**src/hw/rtl/lfps_pkg.sv**
```systemverilog
package lfps_pkg;

    // Fraction bits of the unsigned gains.
    localparam int GAIN_FRAC_BITS = 8;

    // Field widths.
    localparam int GAIN_W   = 16;
    localparam int DUTY_W   = 8;
    localparam int LIMIT_W  = 10;
    localparam int ERR_W    = 3;
    localparam int INTEG_W  = 11;
    localparam int DIFF_W   = 4;
    localparam int CFG_IDX_W  = 3;
    localparam int CFG_DATA_W = 16;

    // The weighted sum stays below 65535 * (3 + 1023 + 6) in magnitude.
    localparam int SUM_W  = 28;
    localparam int CORR_W = SUM_W - GAIN_FRAC_BITS;

    // Register indexes.
    localparam logic [CFG_IDX_W-1:0] CFG_GAIN_P    = 3'd0;
    localparam logic [CFG_IDX_W-1:0] CFG_GAIN_I    = 3'd1;
    localparam logic [CFG_IDX_W-1:0] CFG_GAIN_D    = 3'd2;
    localparam logic [CFG_IDX_W-1:0] CFG_BASE_DUTY = 3'd3;
    localparam logic [CFG_IDX_W-1:0] CFG_MAX_DUTY  = 3'd4;
    localparam logic [CFG_IDX_W-1:0] CFG_INT_LIMIT = 3'd5;

    // Register reset values.
    localparam logic [GAIN_W-1:0]  GAIN_P_RST    = 16'd15360;
    localparam logic [GAIN_W-1:0]  GAIN_I_RST    = 16'd0;
    localparam logic [GAIN_W-1:0]  GAIN_D_RST    = 16'd6400;
    localparam logic [DUTY_W-1:0]  BASE_DUTY_RST = 8'd180;
    localparam logic [DUTY_W-1:0]  MAX_DUTY_RST  = 8'd255;
    localparam logic [LIMIT_W-1:0] INT_LIMIT_RST = 10'd100;

    // Sensor patterns, ordered left, center, right.
    localparam logic [2:0] PAT_LOST         = 3'b000;
    localparam logic [2:0] PAT_CENTER       = 3'b010;
    localparam logic [2:0] PAT_LEFT_CENTER  = 3'b110;
    localparam logic [2:0] PAT_LEFT         = 3'b100;
    localparam logic [2:0] PAT_RIGHT_CENTER = 3'b011;
    localparam logic [2:0] PAT_RIGHT        = 3'b001;

    // Error values.
    localparam logic signed [ERR_W-1:0] ERR_ZERO      = 3'sd0;
    localparam logic signed [ERR_W-1:0] ERR_LEFT_1    = -3'sd1;
    localparam logic signed [ERR_W-1:0] ERR_LEFT_2    = -3'sd2;
    localparam logic signed [ERR_W-1:0] ERR_RIGHT_1   = 3'sd1;
    localparam logic signed [ERR_W-1:0] ERR_RIGHT_2   = 3'sd2;
    localparam logic signed [ERR_W-1:0] ERR_LOST_LEFT  = -3'sd3;
    localparam logic signed [ERR_W-1:0] ERR_LOST_RIGHT = 3'sd3;

    typedef struct packed {
        logic [GAIN_W-1:0]  gain_p;
        logic [GAIN_W-1:0]  gain_i;
        logic [GAIN_W-1:0]  gain_d;
        logic [DUTY_W-1:0]  base_duty;
        logic [DUTY_W-1:0]  max_duty;
        logic [LIMIT_W-1:0] integral_limit;
    } cfg_t;

    // Error terms handed from the error stage to the control law.
    typedef struct packed {
        logic signed [ERR_W-1:0]   err;
        logic signed [INTEG_W-1:0] integ;
        logic signed [DIFF_W-1:0]  diff;
    } err_terms_t;

endpackage

```
**src/hw/rtl/lfps_cfg.sv**
```systemverilog
module lfps_cfg
    import lfps_pkg::*;
(
    input  logic                  clk,
    input  logic                  rst_n,
    input  logic                  cfg_valid,
    output logic                  cfg_ready,
    input  logic [CFG_IDX_W-1:0]  cfg_index,
    input  logic [CFG_DATA_W-1:0] cfg_data,
    output cfg_t                  cfg
);

    cfg_t cfg_reg;
    cfg_t cfg_next;

    assign cfg_ready = 1'b1;
    assign cfg       = cfg_reg;

    always_comb
    begin
        cfg_next = cfg_reg;
        if (cfg_valid)
        begin
            case (cfg_index)
                CFG_GAIN_P:    cfg_next.gain_p = cfg_data;
                CFG_GAIN_I:    cfg_next.gain_i = cfg_data;
                CFG_GAIN_D:    cfg_next.gain_d = cfg_data;
                CFG_BASE_DUTY: cfg_next.base_duty = cfg_data[DUTY_W-1:0];
                CFG_MAX_DUTY:  cfg_next.max_duty = cfg_data[DUTY_W-1:0];
                CFG_INT_LIMIT: cfg_next.integral_limit = cfg_data[LIMIT_W-1:0];
                default:       cfg_next = cfg_reg;
            endcase
        end
    end

    always_ff @(posedge clk or negedge rst_n)
    begin
        if (!rst_n)
        begin
            cfg_reg.gain_p         <= GAIN_P_RST;
            cfg_reg.gain_i         <= GAIN_I_RST;
            cfg_reg.gain_d         <= GAIN_D_RST;
            cfg_reg.base_duty      <= BASE_DUTY_RST;
            cfg_reg.max_duty       <= MAX_DUTY_RST;
            cfg_reg.integral_limit <= INT_LIMIT_RST;
        end
        else
        begin
            cfg_reg <= cfg_next;
        end
    end

endmodule

```
**src/hw/rtl/lfps_err.sv**
```systemverilog
module lfps_err
    import lfps_pkg::*;
(
    input  logic               clk,
    input  logic               rst_n,
    input  logic               advance,
    input  logic [2:0]         pattern,
    input  logic [LIMIT_W-1:0] integral_limit,
    output err_terms_t         terms
);

    logic signed [ERR_W-1:0]   last_error_reg;
    logic signed [ERR_W-1:0]   last_error_next;
    logic signed [INTEG_W-1:0] integral_reg;
    logic signed [INTEG_W-1:0] integral_next;

    logic signed [ERR_W-1:0]   err;
    logic signed [INTEG_W:0]   integ_sum;
    logic signed [INTEG_W:0]   lim_pos;
    logic signed [INTEG_W:0]   lim_neg;
    logic signed [INTEG_W-1:0] integ_clamped;

    always_comb
    begin
        case (pattern)
            PAT_CENTER:       err = ERR_ZERO;
            PAT_LEFT_CENTER:  err = ERR_LEFT_1;
            PAT_LEFT:         err = ERR_LEFT_2;
            PAT_RIGHT_CENTER: err = ERR_RIGHT_1;
            PAT_RIGHT:        err = ERR_RIGHT_2;
            PAT_LOST:
            begin
                if (last_error_reg < ERR_ZERO)
                    err = ERR_LOST_LEFT;
                else if (last_error_reg > ERR_ZERO)
                    err = ERR_LOST_RIGHT;
                else
                    err = ERR_ZERO;
            end
            default:          err = last_error_reg;
        endcase
    end

    // Running sum with a symmetric clamp against the current limit.
    always_comb
    begin
        integ_sum = {integral_reg[INTEG_W-1], integral_reg}
                  + {{(INTEG_W+1-ERR_W){err[ERR_W-1]}}, err};
        lim_pos   = $signed({2'b00, integral_limit});
        lim_neg   = -lim_pos;
        if (integ_sum > lim_pos)
            integ_clamped = lim_pos[INTEG_W-1:0];
        else if (integ_sum < lim_neg)
            integ_clamped = lim_neg[INTEG_W-1:0];
        else
            integ_clamped = integ_sum[INTEG_W-1:0];
    end

    assign terms.err   = err;
    assign terms.integ = integ_clamped;
    assign terms.diff  = {err[ERR_W-1], err} - {last_error_reg[ERR_W-1], last_error_reg};

    assign last_error_next = advance ? err : last_error_reg;
    assign integral_next   = advance ? integ_clamped : integral_reg;

    always_ff @(posedge clk or negedge rst_n)
    begin
        if (!rst_n)
        begin
            last_error_reg <= '0;
            integral_reg   <= '0;
        end
        else
        begin
            last_error_reg <= last_error_next;
            integral_reg   <= integral_next;
        end
    end

endmodule

```
**src/hw/rtl/lfps_law.sv**
```systemverilog
module lfps_law
    import lfps_pkg::*;
(
    input  cfg_t              cfg,
    input  err_terms_t        terms,
    output logic [DUTY_W-1:0] left_duty,
    output logic [DUTY_W-1:0] right_duty
);

    logic signed [SUM_W-1:0]  prod_p;
    logic signed [SUM_W-1:0]  prod_i;
    logic signed [SUM_W-1:0]  prod_d;
    logic signed [SUM_W-1:0]  sum;
    logic signed [SUM_W-1:0]  biased;
    logic signed [CORR_W-1:0] corr;
    logic signed [CORR_W:0]   base_ext;
    logic signed [CORR_W:0]   max_ext;
    logic signed [CORR_W:0]   left_raw;
    logic signed [CORR_W:0]   right_raw;

    function automatic logic [DUTY_W-1:0] sat_duty(
        input logic signed [CORR_W:0] v,
        input logic signed [CORR_W:0] vmax
    );
        logic [DUTY_W-1:0] res;
        if (v < 0)
            res = '0;
        else if (v > vmax)
            res = vmax[DUTY_W-1:0];
        else
            res = v[DUTY_W-1:0];
        return res;
    endfunction

    assign prod_p = $signed({1'b0, cfg.gain_p}) * terms.err;
    assign prod_i = $signed({1'b0, cfg.gain_i}) * terms.integ;
    assign prod_d = $signed({1'b0, cfg.gain_d}) * terms.diff;
    assign sum    = prod_p + prod_i + prod_d;

    // Truncation toward zero: bias negative sums before the arithmetic shift.
    assign biased = sum[SUM_W-1]
                  ? sum + $signed({{(SUM_W-GAIN_FRAC_BITS){1'b0}}, {GAIN_FRAC_BITS{1'b1}}})
                  : sum;
    assign corr   = biased[SUM_W-1:GAIN_FRAC_BITS];

    assign base_ext  = $signed({{(CORR_W+1-DUTY_W){1'b0}}, cfg.base_duty});
    assign max_ext   = $signed({{(CORR_W+1-DUTY_W){1'b0}}, cfg.max_duty});
    assign left_raw  = base_ext + {corr[CORR_W-1], corr};
    assign right_raw = base_ext - {corr[CORR_W-1], corr};

    assign left_duty  = sat_duty(left_raw, max_ext);
    assign right_duty = sat_duty(right_raw, max_ext);

endmodule

```
**src/hw/rtl/line_follow_pid_steering.sv**
```systemverilog
// Channel  Handshake               Payload
// -------  ----------------------  ------------------------------------------
// in       in_valid / in_stall     sense_left, sense_center, sense_right
// out      out_valid / out_stall   left_duty, right_duty, steer_error
// cfg      cfg_valid / cfg_ready   cfg_index, cfg_data
//
// A sample waits in the input register while the error, PID and saturation
// logic forms its result; the result register takes it as the sample leaves.
// One transaction per cycle is sustained while out_stall is low, paced by the
// feedback of last error and integral. Reset clears all control state and
// loads the register defaults. An output stall holds the result and backs up
// into the input register, so in_stall rises only when both stages are full.
module line_follow_pid_steering
    import lfps_pkg::*;
(
    input  logic                  clk,
    input  logic                  rst_n,

    input  logic                  in_valid,
    output logic                  in_stall,
    input  logic                  sense_left,
    input  logic                  sense_center,
    input  logic                  sense_right,

    output logic                  out_valid,
    input  logic                  out_stall,
    output logic [DUTY_W-1:0]     left_duty,
    output logic [DUTY_W-1:0]     right_duty,
    output logic signed [ERR_W-1:0] steer_error,

    input  logic                  cfg_valid,
    output logic                  cfg_ready,
    input  logic [CFG_IDX_W-1:0]  cfg_index,
    input  logic [CFG_DATA_W-1:0] cfg_data
);

    cfg_t       cfg;
    err_terms_t terms;

    // Input stage.
    logic       in_valid_reg;
    logic       in_valid_next;
    logic [2:0] pattern_reg;
    logic [2:0] pattern_next;

    // Result stage.
    logic                    out_valid_reg;
    logic                    out_valid_next;
    logic [DUTY_W-1:0]       left_reg;
    logic [DUTY_W-1:0]       left_next;
    logic [DUTY_W-1:0]       right_reg;
    logic [DUTY_W-1:0]       right_next;
    logic signed [ERR_W-1:0] err_reg;
    logic signed [ERR_W-1:0] err_next;

    logic [DUTY_W-1:0] left_calc;
    logic [DUTY_W-1:0] right_calc;
    logic              out_free;
    logic              advance;
    logic              in_take;

    lfps_cfg u_cfg (
        .clk       (clk),
        .rst_n     (rst_n),
        .cfg_valid (cfg_valid),
        .cfg_ready (cfg_ready),
        .cfg_index (cfg_index),
        .cfg_data  (cfg_data),
        .cfg       (cfg)
    );

    // The error state moves forward only when a sample leaves the input stage.
    lfps_err u_err (
        .clk            (clk),
        .rst_n          (rst_n),
        .advance        (advance),
        .pattern        (pattern_reg),
        .integral_limit (cfg.integral_limit),
        .terms          (terms)
    );

    lfps_law u_law (
        .cfg        (cfg),
        .terms      (terms),
        .left_duty  (left_calc),
        .right_duty (right_calc)
    );

    // The result register is free when empty or when its transaction completes.
    assign out_free = !out_valid_reg || !out_stall;
    assign advance  = in_valid_reg && out_free;
    assign in_stall = in_valid_reg && !out_free;
    assign in_take  = in_valid && !in_stall;

    always_comb
    begin
        in_valid_next = in_valid_reg;
        pattern_next  = pattern_reg;
        if (in_take)
        begin
            in_valid_next = 1'b1;
            pattern_next  = {sense_left, sense_center, sense_right};
        end
        else if (advance)
        begin
            in_valid_next = 1'b0;
        end
    end

    always_comb
    begin
        out_valid_next = out_valid_reg;
        left_next      = left_reg;
        right_next     = right_reg;
        err_next       = err_reg;
        if (advance)
        begin
            out_valid_next = 1'b1;
            left_next      = left_calc;
            right_next     = right_calc;
            err_next       = terms.err;
        end
        else if (out_free)
        begin
            out_valid_next = 1'b0;
        end
    end

    always_ff @(posedge clk or negedge rst_n)
    begin
        if (!rst_n)
        begin
            in_valid_reg  <= 1'b0;
            out_valid_reg <= 1'b0;
        end
        else
        begin
            in_valid_reg  <= in_valid_next;
            out_valid_reg <= out_valid_next;
        end
    end

    always_ff @(posedge clk)
    begin
        pattern_reg <= pattern_next;
        left_reg    <= left_next;
        right_reg   <= right_next;
        err_reg     <= err_next;
    end

    assign out_valid   = out_valid_reg;
    assign left_duty   = left_reg;
    assign right_duty  = right_reg;
    assign steer_error = err_reg;

endmodule

```
**config.mk**
```make
export PLATFORM = sky130hd
export DESIGN_NAME = line_follow_pid_steering
export DESIGN_NICKNAME = d
export VERILOG_FILES = /design/src/hw/rtl/lfps_pkg.sv /design/src/hw/rtl/lfps_cfg.sv /design/src/hw/rtl/lfps_err.sv /design/src/hw/rtl/lfps_law.sv /design/src/hw/rtl/line_follow_pid_steering.sv
export SDC_FILE = /design/constraint.sdc
export NUM_CORES = 1
export LEC_CHECK = 0
export BUFFER_PORTS_ARGS = -buffer_cell sky130_fd_sc_hd__buf_4
export CORE_MARGIN = 4
export CORE_UTILIZATION = 65
export DETAILED_ROUTE_END_ITERATION = 8
export PLACE_DENSITY = 0.93
export SLEW_MARGIN = 20
export SYNTH_ARGS = -nofsm -noshare
export SYNTH_HDL_FRONTEND = slang
export SYNTH_SLANG_ARGS = --single-unit
```
**constraint.sdc**
```tcl
create_clock -name clk -period 24.7 [get_ports clk]
set_clock_uncertainty 0.1 [all_clocks]
set_input_delay 1.235 -clock clk [delete_from_list [all_inputs] [get_ports clk]]
set_output_delay 1.235 -clock clk [all_outputs]
set_load 0.1 [all_outputs]
```
==> impl_metrics.toml, run 1 <==
[timing]
clock.fmax_ghz = 0.0586
worstMarginPinSlew_ps = 1100
slew_viol_final = 0
setup_viol = 0
fin_setup_tns_ps = 0
rsz0062_at_grt = "false"
period_minus_slack_ps = 17060
max_slew_margin = 0.265
hold_viol_final = 0
timing.final.crit_share = 0.691

[global_route]
grt_overflow = 0
grt_pass1_vias = 16500
antenna_found_initial = 1
grt_max_degree = 49
grt_pass1_wl_um = 80700
groute.usage.overall = 0.301

[synth]
yosys_warnings = 0
syn_inst = 2078
yosysMostFrequentCell = "inv_1"
syn-cell-area_sq_um = 19100
avgSynthCellArea_sq_um = 9.19
yosysUniqueCellTypes = 91
synth_top_cell_area_share = 0.237
synthSimpleGateAreaFrac = 0.169
synthTopCellsByArea = "fa_1, ha_1, dfrtp_1"
synth_compound_area_frac = 0.123
synth-edff-count = 22
seq_area_frac_synth = 0.154
ys_ff_latch = 112
synthAdderAreaFrac = 0.387
synthArstFlopShare = 0.804
synthTopCellsByCount = "inv_1, ha_1, fa_1"
muxShareOfSynthArea = 0.0550
syn_nets = 2561
synthFlopType = "dfrtp_1"
yosys.area.top_type = "fa_1"
synth_top_family_by_area = "adder cells"
synthXorXnorAreaFrac = 0.0398

[clock_network]
cts_num_sinks = 112
cts_max_level = 3
clock_latency_ps = 380
clkTransAtPathRegs_ps = 90
post_cts_buffers = 0
clockBufferDepth = 2
cts_tree = "done"
cts_buffers = 9
cts_hold_buf = 0
cts-resized-gates = 0
root_buffer = "clkbuf_16"

[die]
initial_core_util = 0.662
die_x_um = 179
rows = 62
ios = 49
fp.dieArea_sq_um = 32200
core-area_sq_um = 28900
die_h_um = 179

[status]
status = "completed"

[detailed_routing]
via_count = 15700
wirelength_um = 48600
drt_iter0_drc = 1553
viasPerCell = 6.33
wl_per_cell_um = 19.6
ant_nets = 0
first_pass_iters = 6
drc_errors = 0

[placement]
placed_cells = 2462
place.gp.congestion = 0.915
dp_hpwl_um = 39200
portBuffers = 47

[setup_path]
criticalPathCategory = "register to register"
required_ps = 24680
setup.worst_path.end_class = "register"
critical_path_arrival_ps = 17050
crit_path_max_incr_delay_ps = 800
crit_fanout = 19
start_kind = "register"
cp_common_cell = "fa_1"
crit_slowest_cell = "a31oi_2"

[final_layout]
largest_reg_flops = 74
n_antenna_cell = 0
drive_gt1_frac = 0.107
area_delta_synth_final_pct = 5.54
final_nets = 2572
nFillCells = 1988
instances_no_fill = 2478

[run]
drv_cap = 0

[hold_path]
hold_class = "register to register"
worst max-delay path, delay by kind of cell, from the launching register on:
kind	cells	cell delay, ps
multiplexers	2	900
adder cells (fa/ha/maj)	15	6320
buffers and inverters	6	1020
flip-flops	1	490
XOR/XNOR	3	700
AND/OR/NAND/NOR	12	2000
AO/OA/AOI/OAI	24	5220
area by class of cell:
cell class	instances	area (sq um)	area share
Multi-Input combinational cell	1603	14800	0.735
Tap cell	384	480	0.0238
Sequential cell	112	2940	0.146
Clock inverter	7	88.8	0.00441
Inverter	300	1130	0.0559
Clock buffer	9	225	0.0112
Timing Repair Buffer	63	473	0.0235
stage by stage:
stage / util / area [sq um] / hold slack, ps / worst slack [ps]
2_1_floorplan: - / 19100 / 356 / 10020
3_3_place_gp: 0.688 / 19800 / 368 / 8610
3_5_place_dp: 0.688 / 19800 / 378 / 7930
4_1_cts: 0.698 / 20200 / 399 / 7730
5_1_grt: 0.699 / 20200 / 436 / 6470
6_report: 0.699 / 20200 / 393 / 7640
cells by family after synthesis:
logic type	Yosys count
and+or+nand+nor	625
adders and majority gates	456
buffers and inverters	363
AOI/OAI and AO/OA	340
DFF	112
muxes	95
xor gates and xnor gates	86
other	1
final timing paths:
path,slack [ps],endpoint,start,cells past startpoint
min,390,u_err.integral_reg[10],u_err.integral_reg[10],2
max in group asynchronous,22680,u_cfg.cfg[21],rst_n,2
max,7640,left_duty[3],pattern_reg[2],62
min reg2reg,390,u_err.integral_reg[10],u_err.integral_reg[10],2
min in group asynchronous,740,u_cfg.cfg[27],rst_n,1
max reg2reg,7640,left_duty[3],pattern_reg[2],62
cell usage in the layout (no fill, tap or decap), drive strengths merged, types with 6 or more instances in the layout:
cell type,Yosys,routed
o31ai,9,9
nor2,84,84
xor2,30,30
buf,13,63
nor3,34,34
xnor2,56,56
nand4,27,27
or2,12,12
o21bai,13,13
edfxtp,22,22
o21a,47,47
ha,230,230
nor2b,41,41
mux2,79,79
a31oi,14,14
and3,17,17
nand2b,56,56
o211ai,17,17
clkbuf,50,9
fa,226,226
and2,85,85
a21o,17,17
a21boi,8,8
o221ai,7,7
nor4,9,9
mux2i,16,16
inv,300,305
nand2,212,212
dfstp,22,22
nand3,22,22
o21ai,59,59
a211oi,20,20
a21oi,74,74
dfrtp,68,68
o211a,6,6
per-layer routing:
metal | global-route usage | vias to the layer above | wire length [um]
met4 | 0.174 | 2 | 3170
li1 | - | 6965 | -
met1 | 0.370 | 7724 | 18400
met3 | 0.0483 | 237 | 3410
met2 | 0.504 | 760 | 23700
met5 | 0 | - | 14
Power of run 1 is left out: the tool's default activity adds up to more than one toggle a clock period on the data nets, which glitch-free logic cannot reach.
==> run 2, diff against run 1 <==
Settings changed: CORE_UTILIZATION 65 to 60, PLACE_DENSITY 0.93 to 0.91.
Clock period 24.7 ns to 13.7 ns, I/O delays scaled along.
==> impl_metrics.toml, run 2 (synthesis gave the netlist of run 1 again) <==
[clock_network]
cts_hold_buf = 0
clockBufferDepth = 2
cts_num_sinks = 112
root_buffer = "clkbuf_16"
clkTransAtPathRegs_ps = 90
clock_latency_ps = 380
cts_buffers = 9
cts_tree = "done"
cts_max_level = 3

[die]
fp.dieArea_sq_um = 34800
core-area_sq_um = 31500
ios = 49
die_h_um = 186
initial_core_util = 0.607
rows = 65
die_x_um = 186

[timing]
slew_viol_final = 0
hold_viol_final = 0
fin_setup_tns_ps = -4320
period_minus_slack_ps = 14060
max_slew_margin = 0.264
worstMarginPinSlew_ps = 1100
clock.fmax_ghz = 0.0711
setup_viol = 16
hold_ws_ps = 88.4
rsz0062_at_grt = "true"
timing.final.crit_share = 1.03
worst_slack_ps = -356

[global_route]
antenna_found_initial = 0
grt_overflow = 0
grt_pass1_vias = 16900
grt_pass1_wl_um = 85400
groute.usage.overall = 0.298
grt_max_degree = 69

[detailed_routing]
wirelength_um = 57100
first_pass_iters = 6
drt_iter0_drc = 1889
ant_nets = 0
wl_per_cell_um = 22.0
viasPerCell = 6.44
drc_errors = 0
via_count = 16700

[final_layout]
instances_no_fill = 2592
drive_gt1_frac = 0.200
final_common_cell = "inv_1"
final_nets = 2668
n_antenna_cell = 0
largest_reg_flops = 74
multi_input_area_sq_um = 15600
nFillCells = 2020
ff_latch_area_sq_um = 2940
layout_common_cells = "inv_1, fa_1, nand2_1"
fin_util = 0.692
area_delta_synth_final_pct = 13.9

[setup_path]
r2r-start = "pattern_reg[2]"
crit_path_max_incr_delay_ps = 620
setup.worst_path.end_class = "register"
crit_fanout = 5
crit_slowest_cell = "fa_2"
start_kind = "register"
r2r_cells = 58
rr_endpoint = "left_duty[3]"
rrSetupSlack_ps = -360
criticalPathCategory = "register to register"
required_ps = 13710
startpoint = "pattern_reg[2]"
critical_path_arrival_ps = 14060

[status]
failed_checks = "negative setup slack"
status = "complete, but fails checks"

[run]
drv_cap = 0

[hold_path]
hold_class = "input port to async pin"

[placement]
dp_hpwl_um = 40800
place.gp.congestion = 0.962
portBuffers = 47
placed_cells = 2521
-- run 2: changes by cell type in the layout (fill, tap and decap cells not counted), moves of 7 or more --
cell	previous run	this run
a21oi_2	3	21
fa_1	226	219
xor2_2	1	8
buf_6	0	7
nor2_2	1	9
buf_4	63	142
o21ai_0	53	44
ha_1	230	208
a21oi_1	71	53
nor2_1	83	74
fa_2	0	7
xor2_1	29	21
ha_4	0	19
-- run 2: timing repair --
item | CTS | global route
cloned | 2 | 2
pin swaps | 33 | 75
endpoints found under the hold margin | 0 | 0
setup buffers | 12 | 39
resized for setup | 49 | 107
endpoints found under the setup margin | 16 | 16
-- run 2: final cells by class --
type	instances	share of cell area
multi-input combinational	1606	0.719
timing repair buffer	156	0.0588
tap	402	0.0231
clock inverter	5	0.00184
clock buffer	11	0.0107
inverter	300	0.0517
sequential	112	0.135
-- run 2: routing by layer --
layer  vias up  global-route usage  share of wire
li1       7153                   -              -
met5         -                   0              0
met2      1057               0.503           0.48
met3       328              0.0475          0.088
met1      8167               0.368           0.36
met4         0               0.165          0.072
-- run 2: how the worst max path moves through the flow --
| stage | end | depth (start not counted) |
|---|---|---|
| global placement | left_duty[0] | 59 |
| floorplan | right_duty[6] | 61 |
| finish | left_duty[3] | 58 |
| detailed placement | left_duty[3] | 58 |
| global route | right_duty[4] | 65 |
| CTS | left_duty[0] | 58 |
-- run 2: metrics by stage --
step                      setup WS (ps)  cell area, sq um
after floorplan                     101             19200
after global placement             -346             20300
after detailed placement           -823             20300
after CTS                         -32.0             20900
after global routing               -904             21800
final                              -356             21800
-- run 2: critical path: cells and delay by family (launching register included) --
family	cells	cell delay, ps
simple gates	9	1430
fa+ha+maj	16	6700
compound gates	23	4040
flops	1	420
buf+inv	6	510
xor+xnor	3	350
mux	1	200
Power of run 2 is left out for the same reason.
